File: src/rtl/core/bmp_pkg.sv
// Package for the binomial-mod-prime block: the modulus, the table size and the start-up states.
`default_nettype none
package bmp_pkg;

  localparam int unsigned MAX_SIZE = 1023;
  localparam int unsigned TBL_AW   = $clog2(MAX_SIZE + 1);
  localparam int unsigned ARG_W    = 10;
  localparam int unsigned RES_W    = 30;

  localparam logic [RES_W-1:0] PRIME     = 30'd1000000007;
  localparam logic [RES_W-1:0] PRIME_M2  = 30'd1000000005;
  localparam logic [63:0]      MU64      = (64'd1 << 60) / 64'd1000000007;
  // The Barrett reciprocal floor(2^60 / p) fits in 31 bits.
  localparam logic [30:0]      BARRETT_MU = MU64[30:0];

  // Pipeline depth of the modular multiplier.
  localparam int unsigned MM_LAT = 5;

  typedef enum logic [2:0] {
    ST_INIT,
    ST_FAC,
    ST_POW,
    ST_INV,
    ST_DONE
  } build_state_t;

endpackage
`default_nettype wire

File: src/rtl/core/bmp_mulmod.sv
// Five-stage pipelined multiplier modulo the prime, with Barrett reduction.
`default_nettype none
module bmp_mulmod (
  input  wire logic                      clk,
  input  wire logic                      rst_n,
  input  wire logic                      en,
  input  wire logic                      in_v,
  input  wire logic [bmp_pkg::RES_W-1:0] op_a,
  input  wire logic [bmp_pkg::RES_W-1:0] op_b,
  output logic                           out_v,
  output logic [bmp_pkg::RES_W-1:0]      res
);
  import bmp_pkg::*;

  logic [MM_LAT-1:0] v_r;
  logic [59:0] prod1_r;
  logic [31:0] x2_r;
  logic [61:0] qm2_r;
  logic [31:0] x3_r;
  logic [31:0] qp3_r;
  logic [31:0] r4_r;
  logic [RES_W-1:0] r5_r;

  logic [30:0] q1;
  logic [30:0] q3;
  logic [31:0] p32;
  logic [31:0] p2x;
  logic [63:0] qp_full;

  assign q1      = prod1_r[59:29];
  assign q3      = qm2_r[61:31];
  assign p32     = {2'b00, PRIME};
  assign p2x     = {1'b0, PRIME, 1'b0};
  assign qp_full = 64'(q3) * 64'(PRIME);

  always_ff @(posedge clk) begin
    if (!rst_n) begin
      v_r <= '0;
    end else if (en) begin
      v_r <= {v_r[MM_LAT-2:0], in_v};
    end
  end

  always_ff @(posedge clk) begin
    if (en) begin
      prod1_r <= 60'(op_a) * 60'(op_b);
      x2_r    <= prod1_r[31:0];
      qm2_r   <= 62'(q1) * 62'(BARRETT_MU);
      x3_r    <= x2_r;
      qp3_r   <= qp_full[31:0];
      // The true remainder lies below three times the prime, so 32 bits hold it.
      r4_r    <= x3_r - qp3_r;
      if (r4_r >= p2x) begin
        r5_r <= RES_W'(r4_r - p2x);
      end else if (r4_r >= p32) begin
        r5_r <= RES_W'(r4_r - p32);
      end else begin
        r5_r <= RES_W'(r4_r);
      end
    end
  end

  assign out_v = v_r[MM_LAT-1];
  assign res   = r5_r;

endmodule
`default_nettype wire

File: config.mk
export PLATFORM = sky130hd
export DESIGN_NAME = bmp_mulmod
export DESIGN_NICKNAME = d
export VERILOG_FILES = /design/src/rtl/core/bmp_pkg.sv /design/src/rtl/core/bmp_mulmod.sv
export SDC_FILE = /design/constraint.sdc
export NUM_CORES = 2
export LEC_CHECK = 0
export BUFFER_PORTS_ARGS = -buffer_cell sky130_fd_sc_hd__buf_2
export CAP_MARGIN = 0
export CORE_MARGIN = 1
export CORE_UTILIZATION = 28
export CTS_CLUSTER_SIZE = 24
export DETAILED_ROUTE_END_ITERATION = 10
export PLACE_DENSITY_LB_ADDON = 0.1
export SETUP_SLACK_MARGIN = 0.3
export SLEW_MARGIN = 20
export SYNTH_ARGS = -nofsm -noshare
export SYNTH_HDL_FRONTEND = slang
export SYNTH_SLANG_ARGS = --single-unit
File: constraint.sdc
create_clock -name clk -period 11.2 [get_ports clk]
set_input_delay 2.8 -clock clk [delete_from_list [all_inputs] [get_ports clk]]
set_output_delay 2.8 -clock clk [all_outputs]
set_load 0.01 [all_outputs]
==> impl_metrics.yaml <==
drt:
  detail_route.wl_per_cell_um: 20.4
  via_per_inst: 4.43
  antenna_left: 0
  drt-pass1-iter-count: 8
  first_iter_violations: 1785
  vias: 38900
  remaining_drc_errors: 16
  routed_wl_um: 179000
synthesis:
  synth_area_mm2: 0.0600
  synth-seq-cells: 254
  synth-compound-area-share_pct: 5.27
  yosysUniqueCellTypes: 86
  synth_edf_count: 249
  synth-xor-area-share_pct: 2.92
  synthAdderAreaFrac_pct: 57.5
  synth_top_family_by_area: "adder cells"
  synthSimpleGateAreaFrac_pct: 11.0
  synth_async_sr_flop_share_pct: 0
  syn-instance-count: 5918
  yosys-mux-area-fraction_pct: 0.102
  synth-main-ff-cell: "edfxtp_1"
  yosysSeqAreaShare_pct: 12.6
  syn-num-nets: 8002
  synth-warning-count: 0
  avgSynthCellArea_um2: 10.1
layout:
  layout-drive-gt1-share_pct: 4.45
  multiInputGateArea_mm2: 0.0460
  finish.cell_count_without_fillers: 8779
  area_growth_pct: 8.30
  fillers: 22300
  finalNetCount: 8014
  seqCellArea_mm2: 0.00758
min_path:
  min_path_cells: 0
  min_from: "x2_r[6]"
  worstHoldEndpoint: "x3_r[6]"
  hp-class: "register to register"
timing:
  fin_setup_tns_ps: 0
  clock.fmax_mhz: 98.4
  finClkSkew_ps: 14.0
  hold_violations: 0
  post-route-period-util_pct: 90.7
  fin_crit_ps: 10160
  hold_ws_ps: 412
  report.final.slew_viol_count: 0
  tightest_slew_ps: 1050
  max-slew-margin-rel_pct: 30.3
  setup_viol: 0
  rsz0062_at_grt: "no"
  fin_ws_ps: 1040
status:
  status: "finished, violations left"
  violations: "design-rule violations"
cts:
  post-cts-setup-buffer-count: 0
  ctsResizeCount: 0
  cts.sinks: 254
  ctsHoldBuffers: 0
  ctsRootBufferMaster: "clkbuf_16"
  numCtsBuffers: 31
  clk-insertion-delay-late_ps: 610
  clk_pin_slew_ps: 60
  cts_tree: "built"
  clockBufferDepth: 3
  cts-htree-levels: 1
setup_path:
  r2r-start: "prod1_r[47]"
  critical_path.most_common_cell: "fa_1"
  r2r_cells: 20
  crit_required_ps: 11550
  cp_max_fo: 30
  worst_setup_path_end_kind: "register"
  path_class: "primary input to register"
  critPathLaunchType: "primary input"
  ff2ff_setup_slack_ps: 3160
  worst_path_max_delay_cell: "buf_2"
  cp.arrival_ps: 10510
  cp_slowest_stage_delay_ps: 590
  r2r_end: "qm2_r[60]"
  crit_path_start: "op_b[3]"
global_routing:
  grt_max_degree: 74
  antenna_found_initial: 4
  grt_overflow: 0
  grt_usage_pct: 16.8
  grt_pass1_vias: 43000
  grt_first_pass_wirelength_um: 275000
placed_design:
  numPortBuffers: 94
  dp_slack_ps: 386
  dp_hpwl_um: 149000
  gp_congestion: 0.811
  dpl.cell_count: 8718
floorplanning:
  fp.dieH_um: 465
  rows: 169
  die_x_um: 465
  dieArea_mm2: 0.216
  ios: 95
  initial_utilization_pct: 28.2
  core-area_mm2: 0.213
job:
  maxCapViolCount: 0
worst max-delay path, delay by kind of cell:
kind	cells	cell delay, ps
AND/OR/NAND/NOR	4	1030
buffers and inverters	6	960
XOR/XNOR	1	120
adder cells (fa/ha/maj)	9	4290
AO/OA/AOI/OAI	6	1250
flip-flops by register name, indices dropped and copies added, names as in the netlist:
signal,count
r4_r,32
res,30
x2_r,32
qm2_r,31
x3_r,32
prod1_r,60
qp3_r,32
v_r,5
layout by cell type, fill, tap and decap left out, types with 6 or more instances in the layout:
cell type  count
nor2_1        85
fa_1        1224
nor3_1        25
and3_1        18
clkbuf_16     31
a31oi_1       22
o21bai_1      14
xor2_1        49
xnor2_1      151
inv_1       1493
nand2_1      456
nor2b_1       18
a21oi_1      139
o21ai_0       72
o211ai_1      11
nand2b_1      17
and2_1       539
nand3_1       39
edfxtp_1     249
a21o_1        98
buf_4         86
a211oi_1      18
o21a_1        22
o21ai_1        8
nor4_1         6
nand4_1       24
inv_6          6
o22ai_1        8
or3_1          7
buf_2         93
ha_1         796
layer usage:
| metal | routed length, um | part of all wire (%) | track usage [%] | vias to the layer above |
|---|---|---|---|---|
| li1 | - | - | - | 18100 |
| met5 | 0 | 0 | 0 | - |
| met1 | 92600 | 52 | 25.6 | 20200 |
| met3 | 4390 | 2.5 | 0.949 | 93 |
| met2 | 79800 | 45 | 26.8 | 494 |
| met4 | 2190 | 1.2 | 2.20 | 0 |
cells in the mapped netlist (49+ instances only):
cell type / count / share of area (%)
o21ai_0: 72 / 0.60
xor2_1: 49 / 0.72
nor2_1: 85 / 0.53
a21o_1: 98 / 1.2
nand2_1: 456 / 2.9
inv_1: 1493 / 9.3
clkbuf_1: 195 / 1.2
edfxtp_1: 249 / 12
ha_1: 796 / 17
a21oi_1: 139 / 1.2
fa_1: 1224 / 41
xnor2_1: 151 / 2.2
and2_1: 539 / 5.6
final cells by class:
type	instances	share of cell area, %
repair buffers	181	1.77
flip-flops and latches	254	11.7
well taps	2821	5.44
multi-input cells	3968	70.9
diodes	3	0.0116
clock inverters	23	0.407
clock buffers	35	1.22
inverters	1494	8.64
metrics by stage:
| step | utilization, % | area (um2) |
|---|---|---|
| finish | 30.6 | 64900 |
| global route | 30.6 | 64900 |
| CTS | 30.5 | 64900 |
| detailed placement | 30.1 | 63900 |
| global placement | 30.1 | 63900 |
| floorplan | - | 60000 |
worst max path at each step:
| stage | to | slack (ps) | cells after the start |
|---|---|---|---|
| 2_1_floorplan | prod1_r[58] | 1400 | 24 |
| 4_1_cts | prod1_r[57] | 1040 | 26 |
| 6_report | prod1_r[57] | 1040 | 26 |
| 3_5_place_dp | prod1_r[57] | 390 | 26 |
| 3_3_place_gp | prod1_r[57] | 430 | 26 |
| 5_1_grt | prod1_r[57] | 710 | 25 |
cell families (layout without fill, tap and decap cells):
family	count (synthesis)	in the layout
adder cells (fa/ha/maj)	2020	2020
XOR/XNOR	200	200
flip-flops	254	254
buffers and inverters	1696	1733
other	0	3
AND/OR/NAND/NOR	1267	1267
AO/OA/AOI/OAI	475	475
multiplexers	6	6
Power is not shown: default switching activity piles up to over one toggle a cycle in this logic, so the estimate is an artifact.
